<file path="src/design/ldc_pkg.sv">
`default_nettype none

package ldc_pkg;

    // Number of locks tracked by the lock-order graph (2 to 63).
    localparam int NUM_LOCKS = 40;

    // Width of a lock identifier on the input word.
    localparam int LOCK_W = 6;

    // Bits that index one lock (row or column of the adjacency matrix).
    localparam int IDX_W = $clog2(NUM_LOCKS);

    // Bits that count up to NUM_LOCKS itself (neighbor scan index, stack depth).
    localparam int CNT_W = $clog2(NUM_LOCKS + 1);

    // One search stack frame: node and the next neighbor index to try.
    localparam int FRAME_W = IDX_W + CNT_W;

    typedef struct packed {
        logic [LOCK_W-1:0] lock_id;
        logic              starts_sequence;
    } t_in_word;

    typedef struct packed {
        logic edge_checked;
        logic deadlock;
    } t_out_word;

    typedef enum logic [3:0] {
        ST_IDLE,
        ST_EDGE_RD,
        ST_EDGE_WR,
        ST_ROOT_RD,
        ST_ROOT_CHK,
        ST_SCAN,
        ST_STK_WAIT,
        ST_ROW_WAIT,
        ST_FINISH
    } t_state;

    // What one scan step does with the current neighbor index.
    typedef enum logic [1:0] {
        ACT_SKIP,
        ACT_PUSH,
        ACT_POP,
        ACT_CYCLE
    } t_scan_act;

    typedef struct packed {
        logic accept;
        logic edge_rd;
        logic edge_wr;
        logic search_init;
        logic root_rd;
        logic root_start;
        logic root_next;
        logic scan;
        logic stk_ld;
        logic row_ld;
        logic finish;
    } t_dp_cmd;

    typedef struct packed {
        logic      item_is_edge;
        logic      root_skip;
        logic      root_last;
        logic      sp_one;
        t_scan_act scan_act;
        logic      out_free;
    } t_dp_status;

endpackage

`default_nettype wire

</file>
<file path="src/design/ldc_ram.sv">
`default_nettype none

module ldc_ram #(
    parameter int WIDTH = 8,
    parameter int DEPTH = 16
) (
    input  wire logic                     i_clk,
    input  wire logic                     i_we,
    input  wire logic [$clog2(DEPTH)-1:0] i_waddr,
    input  wire logic [WIDTH-1:0]         i_wdata,
    input  wire logic                     i_re,
    input  wire logic [$clog2(DEPTH)-1:0] i_raddr,
    output logic      [WIDTH-1:0]         o_rdata
);

    logic [WIDTH-1:0] r_mem [DEPTH];

    always_ff @(posedge i_clk) begin
        if (i_we) begin
            r_mem[i_waddr] <= i_wdata;
        end
        if (i_re) begin
            o_rdata <= r_mem[i_raddr];
        end
    end

endmodule

`default_nettype wire

</file>
<file path="src/design/ldc_dpath.sv">
`default_nettype none

module ldc_dpath (
    input  wire logic               i_clk,
    input  wire logic               i_rst_n,
    input  wire ldc_pkg::t_in_word  i_in_word,
    input  wire logic               i_out_stall,
    input  wire ldc_pkg::t_dp_cmd   i_cmd,
    output ldc_pkg::t_dp_status     o_status,
    output logic                    o_out_valid,
    output ldc_pkg::t_out_word      o_out_word
);

    localparam int N     = ldc_pkg::NUM_LOCKS;
    localparam int IDX_W = ldc_pkg::IDX_W;
    localparam int CNT_W = ldc_pkg::CNT_W;
    localparam int LW    = ldc_pkg::LOCK_W;

    // Control state.
    logic [LW-1:0]    r_prev_lock;
    logic             r_stopped;
    logic [N-1:0]     r_row_valid;
    logic             r_rd_valid;
    logic [N-1:0]     r_visited;
    logic [N-1:0]     r_on_path;
    logic             r_found;
    logic [IDX_W-1:0] r_root;
    logic [CNT_W-1:0] r_sp;
    logic             r_out_valid;

    // Payload state.
    logic [IDX_W-1:0]   r_edge_row;
    logic [IDX_W-1:0]   r_edge_col;
    logic [IDX_W-1:0]   r_node;
    logic [CNT_W-1:0]   r_j;
    logic [N-1:0]       r_row;
    ldc_pkg::t_out_word r_out_word;

    logic [N-1:0]             adj_rdata;
    logic [N-1:0]             adj_row;
    logic                     adj_re;
    logic [IDX_W-1:0]         adj_raddr;
    logic [N-1:0]             adj_wdata;
    logic [ldc_pkg::FRAME_W-1:0] stk_rdata;
    logic [ldc_pkg::FRAME_W-1:0] stk_wdata;
    logic                     stk_we;
    logic                     stk_re;
    logic [CNT_W-1:0]         sp_m1;
    logic [CNT_W-1:0]         sp_m2;
    logic [IDX_W-1:0]         stk_node;
    logic [CNT_W-1:0]         stk_next;
    logic [IDX_W-1:0]         j_idx;
    logic                     j_end;
    logic                     lock_bad;
    logic                     prev_ok;
    logic                     is_edge;
    ldc_pkg::t_scan_act       scan_act;
    logic                     out_free;
    logic                     out_load;
    ldc_pkg::t_out_word       out_word;

    // A row that was never written reads as empty.
    assign adj_row = r_rd_valid ? adj_rdata : '0;

    assign lock_bad = (i_in_word.lock_id == '0) ||
                      ({1'b0, i_in_word.lock_id} > (LW + 1)'(N));
    assign prev_ok  = (r_prev_lock != '0) && ({1'b0, r_prev_lock} <= (LW + 1)'(N));
    assign is_edge  = !r_stopped && !lock_bad && !i_in_word.starts_sequence && prev_ok;

    assign j_idx = r_j[IDX_W-1:0];
    assign j_end = (r_j == CNT_W'(N));

    always_comb begin
        priority if (j_end) begin
            scan_act = ldc_pkg::ACT_POP;
        end else if (!r_row[j_idx]) begin
            scan_act = ldc_pkg::ACT_SKIP;
        end else if (r_on_path[j_idx]) begin
            scan_act = ldc_pkg::ACT_CYCLE;
        end else if (!r_visited[j_idx]) begin
            scan_act = ldc_pkg::ACT_PUSH;
        end else begin
            scan_act = ldc_pkg::ACT_SKIP;
        end
    end

    assign out_free = !r_out_valid || !i_out_stall;

    assign o_status.item_is_edge = is_edge;
    assign o_status.root_skip    = r_visited[r_root] || (adj_row == '0);
    assign o_status.root_last    = (r_root == IDX_W'(N - 1));
    assign o_status.sp_one       = (r_sp == CNT_W'(1));
    assign o_status.scan_act     = scan_act;
    assign o_status.out_free     = out_free;

    // Adjacency matrix: one row per lock, single read port.
    assign adj_re = i_cmd.edge_rd || i_cmd.root_rd || i_cmd.stk_ld ||
                    (i_cmd.scan && (scan_act == ldc_pkg::ACT_PUSH));

    always_comb begin
        priority if (i_cmd.edge_rd) begin
            adj_raddr = r_edge_row;
        end else if (i_cmd.root_rd) begin
            adj_raddr = r_root;
        end else if (i_cmd.stk_ld) begin
            adj_raddr = stk_node;
        end else begin
            adj_raddr = j_idx;
        end
    end

    assign adj_wdata = adj_row | (N'(1) << r_edge_col);

    ldc_ram #(
        .WIDTH (N),
        .DEPTH (N)
    ) u_adj_ram (
        .i_clk   (i_clk),
        .i_we    (i_cmd.edge_wr),
        .i_waddr (r_edge_row),
        .i_wdata (adj_wdata),
        .i_re    (adj_re),
        .i_raddr (adj_raddr),
        .o_rdata (adj_rdata)
    );

    // Search stack holds every frame below the top; the top frame is r_node / r_j.
    assign sp_m1     = r_sp - CNT_W'(1);
    assign sp_m2     = r_sp - CNT_W'(2);
    assign stk_we    = i_cmd.scan && (scan_act == ldc_pkg::ACT_PUSH);
    assign stk_re    = i_cmd.scan && (scan_act == ldc_pkg::ACT_POP) && !o_status.sp_one;
    assign stk_wdata = {r_node, r_j + CNT_W'(1)};
    assign stk_node  = stk_rdata[ldc_pkg::FRAME_W-1:CNT_W];
    assign stk_next  = stk_rdata[CNT_W-1:0];

    ldc_ram #(
        .WIDTH (ldc_pkg::FRAME_W),
        .DEPTH (N)
    ) u_stk_ram (
        .i_clk   (i_clk),
        .i_we    (stk_we),
        .i_waddr (sp_m1[IDX_W-1:0]),
        .i_wdata (stk_wdata),
        .i_re    (stk_re),
        .i_raddr (sp_m2[IDX_W-1:0]),
        .o_rdata (stk_rdata)
    );

    // Result word: items that add no edge answer at once, edges at the end of the search.
    always_comb begin
        out_load = 1'b0;
        out_word = '0;
        if (i_cmd.accept && !is_edge) begin
            out_load          = 1'b1;
            out_word.deadlock = r_stopped;
        end else if (i_cmd.finish) begin
            out_load              = 1'b1;
            out_word.edge_checked = 1'b1;
            out_word.deadlock     = r_found;
        end
    end

    always_ff @(posedge i_clk) begin
        if (!i_rst_n) begin
            r_prev_lock <= '0;
            r_stopped   <= 1'b0;
            r_row_valid <= '0;
            r_rd_valid  <= 1'b0;
            r_visited   <= '0;
            r_on_path   <= '0;
            r_found     <= 1'b0;
            r_root      <= '0;
            r_sp        <= '0;
            r_out_valid <= 1'b0;
        end else begin
            if (adj_re) begin
                r_rd_valid <= r_row_valid[adj_raddr];
            end
            if (i_cmd.accept && !r_stopped) begin
                r_prev_lock <= lock_bad ? '0 : i_in_word.lock_id;
            end
            if (i_cmd.edge_wr) begin
                r_row_valid[r_edge_row] <= 1'b1;
            end
            if (i_cmd.search_init) begin
                r_visited <= '0;
                r_on_path <= '0;
                r_found   <= 1'b0;
                r_root    <= '0;
            end
            if (i_cmd.root_next) begin
                r_root <= r_root + IDX_W'(1);
            end
            if (i_cmd.root_start) begin
                r_visited[r_root] <= 1'b1;
                r_on_path[r_root] <= 1'b1;
                r_sp              <= CNT_W'(1);
            end
            if (i_cmd.scan) begin
                unique case (scan_act)
                    ldc_pkg::ACT_PUSH: begin
                        r_visited[j_idx] <= 1'b1;
                        r_on_path[j_idx] <= 1'b1;
                        r_sp             <= r_sp + CNT_W'(1);
                    end
                    ldc_pkg::ACT_POP: begin
                        r_on_path[r_node] <= 1'b0;
                        r_sp              <= sp_m1;
                    end
                    ldc_pkg::ACT_CYCLE: begin
                        r_found <= 1'b1;
                    end
                    ldc_pkg::ACT_SKIP: begin
                    end
                endcase
            end
            if (i_cmd.finish && r_found) begin
                r_stopped <= 1'b1;
            end
            if (out_load) begin
                r_out_valid <= 1'b1;
            end else if (!i_out_stall) begin
                r_out_valid <= 1'b0;
            end
        end
    end

    always_ff @(posedge i_clk) begin
        if (i_cmd.accept && is_edge) begin
            r_edge_row <= IDX_W'(r_prev_lock - LW'(1));
            r_edge_col <= IDX_W'(i_in_word.lock_id - LW'(1));
        end
        if (i_cmd.root_start) begin
            r_node <= r_root;
            r_j    <= '0;
            r_row  <= adj_row;
        end
        if (i_cmd.scan) begin
            if (scan_act == ldc_pkg::ACT_SKIP) begin
                r_j <= r_j + CNT_W'(1);
            end else if (scan_act == ldc_pkg::ACT_PUSH) begin
                r_node <= j_idx;
                r_j    <= '0;
            end
        end
        if (i_cmd.stk_ld) begin
            r_node <= stk_node;
            r_j    <= stk_next;
        end
        if (i_cmd.row_ld) begin
            r_row <= adj_row;
        end
        if (out_load) begin
            r_out_word <= out_word;
        end
    end

    assign o_out_valid = r_out_valid;
    assign o_out_word  = r_out_word;

endmodule

`default_nettype wire

</file>
<file path="src/design/ldc_ctrl.sv">
`default_nettype none

module ldc_ctrl (
    input  wire logic                i_clk,
    input  wire logic                i_rst_n,
    input  wire logic                i_in_valid,
    input  wire ldc_pkg::t_dp_status i_status,
    output ldc_pkg::t_dp_cmd         o_cmd,
    output logic                     o_in_stall
);

    ldc_pkg::t_state r_state;
    ldc_pkg::t_state n_state;
    logic            take;

    assign take = i_in_valid && i_status.out_free;

    always_ff @(posedge i_clk) begin
        if (!i_rst_n) begin
            r_state <= ldc_pkg::ST_IDLE;
        end else begin
            r_state <= n_state;
        end
    end

    always_comb begin
        n_state = r_state;
        unique case (r_state)
            ldc_pkg::ST_IDLE: begin
                if (take && i_status.item_is_edge) begin
                    n_state = ldc_pkg::ST_EDGE_RD;
                end
            end
            ldc_pkg::ST_EDGE_RD: begin
                n_state = ldc_pkg::ST_EDGE_WR;
            end
            ldc_pkg::ST_EDGE_WR: begin
                n_state = ldc_pkg::ST_ROOT_RD;
            end
            ldc_pkg::ST_ROOT_RD: begin
                n_state = ldc_pkg::ST_ROOT_CHK;
            end
            ldc_pkg::ST_ROOT_CHK: begin
                if (!i_status.root_skip) begin
                    n_state = ldc_pkg::ST_SCAN;
                end else if (i_status.root_last) begin
                    n_state = ldc_pkg::ST_FINISH;
                end else begin
                    n_state = ldc_pkg::ST_ROOT_RD;
                end
            end
            ldc_pkg::ST_SCAN: begin
                unique case (i_status.scan_act)
                    ldc_pkg::ACT_CYCLE: n_state = ldc_pkg::ST_FINISH;
                    ldc_pkg::ACT_PUSH:  n_state = ldc_pkg::ST_ROW_WAIT;
                    ldc_pkg::ACT_SKIP:  n_state = ldc_pkg::ST_SCAN;
                    ldc_pkg::ACT_POP: begin
                        if (!i_status.sp_one) begin
                            n_state = ldc_pkg::ST_STK_WAIT;
                        end else if (i_status.root_last) begin
                            n_state = ldc_pkg::ST_FINISH;
                        end else begin
                            n_state = ldc_pkg::ST_ROOT_RD;
                        end
                    end
                endcase
            end
            ldc_pkg::ST_STK_WAIT: begin
                n_state = ldc_pkg::ST_ROW_WAIT;
            end
            ldc_pkg::ST_ROW_WAIT: begin
                n_state = ldc_pkg::ST_SCAN;
            end
            ldc_pkg::ST_FINISH: begin
                if (i_status.out_free) begin
                    n_state = ldc_pkg::ST_IDLE;
                end
            end
            default: begin
                n_state = ldc_pkg::ST_IDLE;
            end
        endcase
    end

    always_comb begin
        o_cmd      = '0;
        o_in_stall = 1'b1;
        unique case (r_state)
            ldc_pkg::ST_IDLE: begin
                o_in_stall   = !i_status.out_free;
                o_cmd.accept = take;
            end
            ldc_pkg::ST_EDGE_RD: begin
                o_cmd.edge_rd = 1'b1;
            end
            ldc_pkg::ST_EDGE_WR: begin
                o_cmd.edge_wr     = 1'b1;
                o_cmd.search_init = 1'b1;
            end
            ldc_pkg::ST_ROOT_RD: begin
                o_cmd.root_rd = 1'b1;
            end
            ldc_pkg::ST_ROOT_CHK: begin
                o_cmd.root_start = !i_status.root_skip;
                o_cmd.root_next  = i_status.root_skip && !i_status.root_last;
            end
            ldc_pkg::ST_SCAN: begin
                o_cmd.scan      = 1'b1;
                o_cmd.root_next = (i_status.scan_act == ldc_pkg::ACT_POP) &&
                                  i_status.sp_one && !i_status.root_last;
            end
            ldc_pkg::ST_STK_WAIT: begin
                o_cmd.stk_ld = 1'b1;
            end
            ldc_pkg::ST_ROW_WAIT: begin
                o_cmd.row_ld = 1'b1;
            end
            ldc_pkg::ST_FINISH: begin
                o_cmd.finish = i_status.out_free;
            end
            default: begin
            end
        endcase
    end

endmodule

`default_nettype wire

</file>
<file path="src/design/lock_order_cycle_detector_unit.sv">
`default_nettype none

// Channel  Direction  Valid        Stall        Word
// -------  ---------  -----------  -----------  ------------------------------------
// in       into block i_in_valid   o_in_stall   i_in_word  (lock_id, starts_sequence)
// out      from block o_out_valid  i_out_stall  o_out_word (edge_checked, deadlock)
//
// A word that adds no edge (stopped, bad lock id, start of a sequence) needs no search.
// A word that adds an edge reads and rewrites the adjacency row (ST_EDGE_RD, ST_EDGE_WR),
// then runs a full depth-first search: each root is read and checked (ST_ROOT_RD,
// ST_ROOT_CHK), ST_SCAN walks a row's neighbor indices one at a time and closes the row,
// a push reloads the row (ST_ROW_WAIT), a pop back to a parent reloads the frame and row
// (ST_STK_WAIT, ST_ROW_WAIT), and ST_FINISH posts the result once the output is free.
// Reset is synchronous and active low; the adjacency rows come up empty through one
// valid flip-flop per row, so no clearing pass is needed.
// A held result waits in the output register; while the sequencer is idle, the next
// word is taken as soon as that register is free or being drained in the same cycle.

module lock_order_cycle_detector_unit (
    input  wire logic               i_clk,
    input  wire logic               i_rst_n,
    input  wire logic               i_in_valid,
    output logic                    o_in_stall,
    input  wire ldc_pkg::t_in_word  i_in_word,
    output logic                    o_out_valid,
    input  wire logic               i_out_stall,
    output ldc_pkg::t_out_word      o_out_word
);

    // Commands from the sequencer and status back from the datapath.
    ldc_pkg::t_dp_cmd    w_cmd;
    ldc_pkg::t_dp_status w_status;

    // The sequencer walks the edge update and the search, one step per state.
    ldc_ctrl u_ctrl (
        .i_clk      (i_clk),
        .i_rst_n    (i_rst_n),
        .i_in_valid (i_in_valid),
        .i_status   (w_status),
        .o_cmd      (w_cmd),
        .o_in_stall (o_in_stall)
    );

    // The datapath holds the graph memory, search stack, marks and result register.
    ldc_dpath u_dpath (
        .i_clk       (i_clk),
        .i_rst_n     (i_rst_n),
        .i_in_word   (i_in_word),
        .i_out_stall (i_out_stall),
        .i_cmd       (w_cmd),
        .o_status    (w_status),
        .o_out_valid (o_out_valid),
        .o_out_word  (o_out_word)
    );

    // The adjacency memory has one read port, so at most one reader may use it.
    a_one_reader: assert property (@(posedge i_clk) disable iff (!i_rst_n)
        $onehot0({w_cmd.edge_rd, w_cmd.root_rd, w_cmd.stk_ld, w_cmd.scan}))
        else $error("adjacency read port driven by two commands");

    // A search result is posted only when the output register can take it.
    a_finish_free: assert property (@(posedge i_clk) disable iff (!i_rst_n)
        w_cmd.finish |-> w_status.out_free)
        else $error("search result posted over a held word");

    // A word that adds no edge shows its result in the next cycle.
    a_quick_result: assert property (@(posedge i_clk) disable iff (!i_rst_n)
        (w_cmd.accept && !w_status.item_is_edge) |=> o_out_valid)
        else $error("result of a non-edge word missing");

    // Words are only taken while the input side is not stalled.
    a_accept_ok: assert property (@(posedge i_clk) disable iff (!i_rst_n)
        w_cmd.accept |-> (i_in_valid && !o_in_stall))
        else $error("word taken against the handshake");

endmodule

`default_nettype wire
</file>
<file path="config.mk">
export PLATFORM = sky130hd
export DESIGN_NAME = lock_order_cycle_detector_unit
export DESIGN_NICKNAME = d
export VERILOG_FILES = /design/src/design/ldc_pkg.sv /design/src/design/ldc_ram.sv /design/src/design/ldc_dpath.sv /design/src/design/ldc_ctrl.sv /design/src/design/lock_order_cycle_detector_unit.sv
export SDC_FILE = /design/constraint.sdc
export NUM_CORES = 2
export LEC_CHECK = 0
export BUFFER_PORTS_ARGS = -buffer_cell sky130_fd_sc_hd__buf_2
export CAP_MARGIN = 20
export CORE_ASPECT_RATIO = 1.5
export CORE_MARGIN = 5
export CORE_UTILIZATION = 39
export CTS_CLUSTER_DIAMETER = 120
export DETAILED_ROUTE_END_ITERATION = 6
export GPL_ROUTABILITY_DRIVEN = 0
export GPL_TIMING_DRIVEN = 1
export PLACE_DENSITY = 0.61
export SETUP_SLACK_MARGIN = 0.05
export SYNTH_ARGS = -nofsm -noshare
export SYNTH_HDL_FRONTEND = slang
export SYNTH_SLANG_ARGS = --single-unit
</file>
<file path="constraint.sdc">
create_clock -name i_clk -period 4.4 [get_ports i_clk]
set_input_delay 0.44 -clock i_clk [delete_from_list [all_inputs] [get_ports i_clk]]
set_output_delay 0.44 -clock i_clk [all_outputs]
set_load 0.01 [all_outputs]
</file>
==> flow_summary.json <==
{
  "status": "finished, violations left",
  "failed_checks": "DRC",
  "synthDistinctLibCells": 90,
  "drv_slew": 0,
  "clock_skew_ns": 0.120,
  "fmax_mhz": 243,
  "cts_tree": "built",
  "grt_pass1_wl_mm": 416,
  "postCtsSetupBuffers": 0,
  "leakagePower_uw": 0.0363,
  "min_period_ns": 4.11,
  "drt-initial-drc-count": 6893,
  "antenna_found_initial": 7,
  "port_buffers": 14,
  "synth_warnings": 0,
  "grt_pass1_vias": 59200,
  "p_per_area_mw_per_mm2": 628,
  "wl_per_cell_um": 27.1,
  "synth_edf_count": 2186,
  "synth_area_sq_mm": 0.0950,
  "synth.top_cell.area_share_pct": 69.1,
  "die-area_sq_mm": 0.254,
  "netlist.top_cell.by_area": "edfxtp_1",
  "tightest_slew_ns": 1.14,
  "vdd_drop_max_mv": 0.585,
  "vias": 61400,
  "synth_area_per_cell_sq_um": 13.3,
  "tns_ns": 0,
  "syn2layout_area_growth_pct": 14.0,
  "cp_max_fo": 22,
  "syn_inst": 7116,
  "yosysSeqAreaShare_pct": 72.4,
  "nNetsFinal": 7250,
  "start_kind": "flop",
  "cp.arrival_ns": 4.65,
  "ys_top_cells_by_area": "edfxtp_1, nand2_1, nand3_1, mux4_2, dfxtp_1",
  "relSlewSlack_pct": 24.2,
  "layout_common_cells": "edfxtp_1, nand2_1, nand3_1",
  "rsz0062_at_grt": "false",
  "drc_errors": 1,
  "ys.flop_type": "edfxtp_1",
  "die_h_um": 614,
  "cts.sink_count": 2344,
  "cts_root_buffer": "clkbuf_16",
  "worstSetupPathType": "flop to flop",
  "grt_max_degree": 124,
  "rows": 222,
  "finalPower_uw": 68000,
  "cts_buffers": 214,
  "core-area_sq_mm": 0.243,
  "grtUsageTotal_pct": 22.1,
  "die_w_um": 413,
  "via_per_inst": 5.77,
  "async_reset_ff_share_pct": 0,
  "worst_ep_required_time_ns": 4.93,
  "hold_class": "input pin to flop",
  "maxCapViolations": 0,
  "placed_area_sq_mm": 0.101,
  "setup_violations": 0,
  "final_cells": 10600,
  "dp_hpwl_mm": 171,
  "clk_pin_slew_ns": 0.07,
  "routed_wirelength_mm": 288,
  "dp.cells": 10200,
  "worst_skew_pair.late_latency_ns": 0.90,
  "drive_above_1_share_pct": 13.0,
  "final_common_cell": "edfxtp_1",
  "start_util_pct": 39.1,
  "final_hold_viol_count": 0,
  "grt_overflow_total": 0,
  "h-tree-depth": 4,
  "ios": 15,
  "detail-route-antenna-nets": 0,
  "clk_path_buf_depth": 4,
  "ys_ff_latch": 2344,
  "end_kind": "flop",
  "drtPass1Iterations": 7,
  "syn-num-nets": 7141,
  "final_cell_area_sq_mm": 0.108,
  "min_period_over_period_pct": 93.5
}
==> critical path, cell delays in order (launching register included) <==
cell     delay [ns]
dfxtp_2        0.36
buf_4          0.30
buf_4          0.25
mux4_2         0.52
nor3_1         0.16
o31ai_1        0.10
nand4_1        0.14
nor2_1         0.09
a31oi_1        0.27
ha_1           0.23
nand2_1        0.17
nor2_1         0.27
nand2_1        0.40
nor2_1         0.24
buf_4          0.24
==> layout make-up <==
class / count / area [sq um]
Antenna cell: 3 / 7.51
Clock buffer: 259 / 5670
Clock inverter: 119 / 1210
Fill cell: 21500 / 135000
Inverter: 31 / 116
Multi-Input combinational cell: 4273 / 24800
Sequential cell: 2344 / 68800
Tap cell: 3248 / 4060
Timing Repair Buffer: 361 / 3570
==> cells by family after synthesis <==
| kind of cell | Yosys count | synth area share [%] |
|---|---|---|
| flip-flops | 2344 | 72.4 |
| multiplexers | 210 | 4.32 |
| buffers and inverters | 499 | 2.23 |
| AND/OR/NAND/NOR | 3226 | 14.8 |
| AO/OA/AOI/OAI | 801 | 5.81 |
| adder cells (fa/ha/maj) | 14 | 0.184 |
| XOR/XNOR | 22 | 0.203 |
==> synthesized netlist by cell type, types with 47 or more instances <==
library cell / instances
buf_2: 120
o21ai_0: 117
edfxtp_1: 2186
nand3_1: 867
a32oi_1: 85
and3_1: 91
nand2_1: 1846
clkbuf_1: 256
mux4_2: 157
nor2_1: 209
o21a_1: 47
buf_1: 72
a31oi_1: 174
dfxtp_1: 158
a21oi_1: 118
==> layer usage <==
metal	track usage [%]	wire length, um	up-vias
li1	-	-	26600
met1	26.8	105000	31000
met2	38.3	146000	2982
met3	3.23	20600	820
met4	11.3	17600	2
met5	0	13	-
==> sequential cells by signal, summed over array words and instances, names as in the netlist <==
signal and flops:
u_dpath.r_visited 40, u_dpath.u_adj_ram.r_mem 1600, u_dpath.r_edge_row 6, u_dpath.r_root 6, u_dpath.o_out_word 2, u_dpath.o_out_valid 1, u_dpath.u_adj_ram.o_rdata 40, u_dpath.r_on_path 40
u_dpath.r_node 6, u_dpath.r_prev_lock 6, u_dpath.u_stk_ram.r_mem 480, u_dpath.r_row_valid 40, u_dpath.u_stk_ram.o_rdata 12, u_dpath.r_stopped 1, u_dpath.r_row 40, u_dpath.r_edge_col 6
u_dpath.r_found 1, u_dpath.r_sp 6, u_dpath.j_idx 6, u_dpath.r_rd_valid 1, u_ctrl.r_state 4
==> per-stage QoR <==
step / hold slack (ns) / utilization [%] / setup slack, ns
after CTS: 0.0361 / 44.5 / 0.258
final: 0.127 / 44.5 / 0.288
after floorplan: 0.418 / - / 0.0907
after detailed placement: 0.453 / 41.7 / 0.255
after global routing: 0.0940 / 44.5 / 0.0875
after global placement: 0.442 / 41.7 / 0.166
==> worst paths after layout <==
path / start / endpoint / slack, ns / depth (start not counted)
worst max-delay path: u_dpath.j_idx[1]$_DFF_P_ / u_dpath.u_stk_ram.r_mem[15][9]$_DFFE_PP_ / 0.29 / 14
worst min-delay path: i_rst_n / u_dpath.r_sp[3]$_SDFF_PN0_ / 0.13 / 3
worst max register to register: u_dpath.j_idx[1]$_DFF_P_ / u_dpath.u_stk_ram.r_mem[15][9]$_DFFE_PP_ / 0.29 / 14
worst min register to register: u_dpath.r_row_valid[24]$_SDFFE_PN0P_ / u_dpath.r_row_valid[24]$_SDFFE_PN0P_ / 0.47 / 1
==> power by group <==
group	internal, uW	switching, uW	total [uW]
sequential	26500	461	26900
combinational	6510	15900	22400
clock	10500	8220	18700
total	43400	24600	68000
==> timing repair <==
item	in CTS	in global routing
endpoints found under the hold margin	11	0
hold buffers	7	0
resized for setup	0	1
setup endpoints to repair	0	48
No activity file was read; power rests on OpenSTA's default activity.
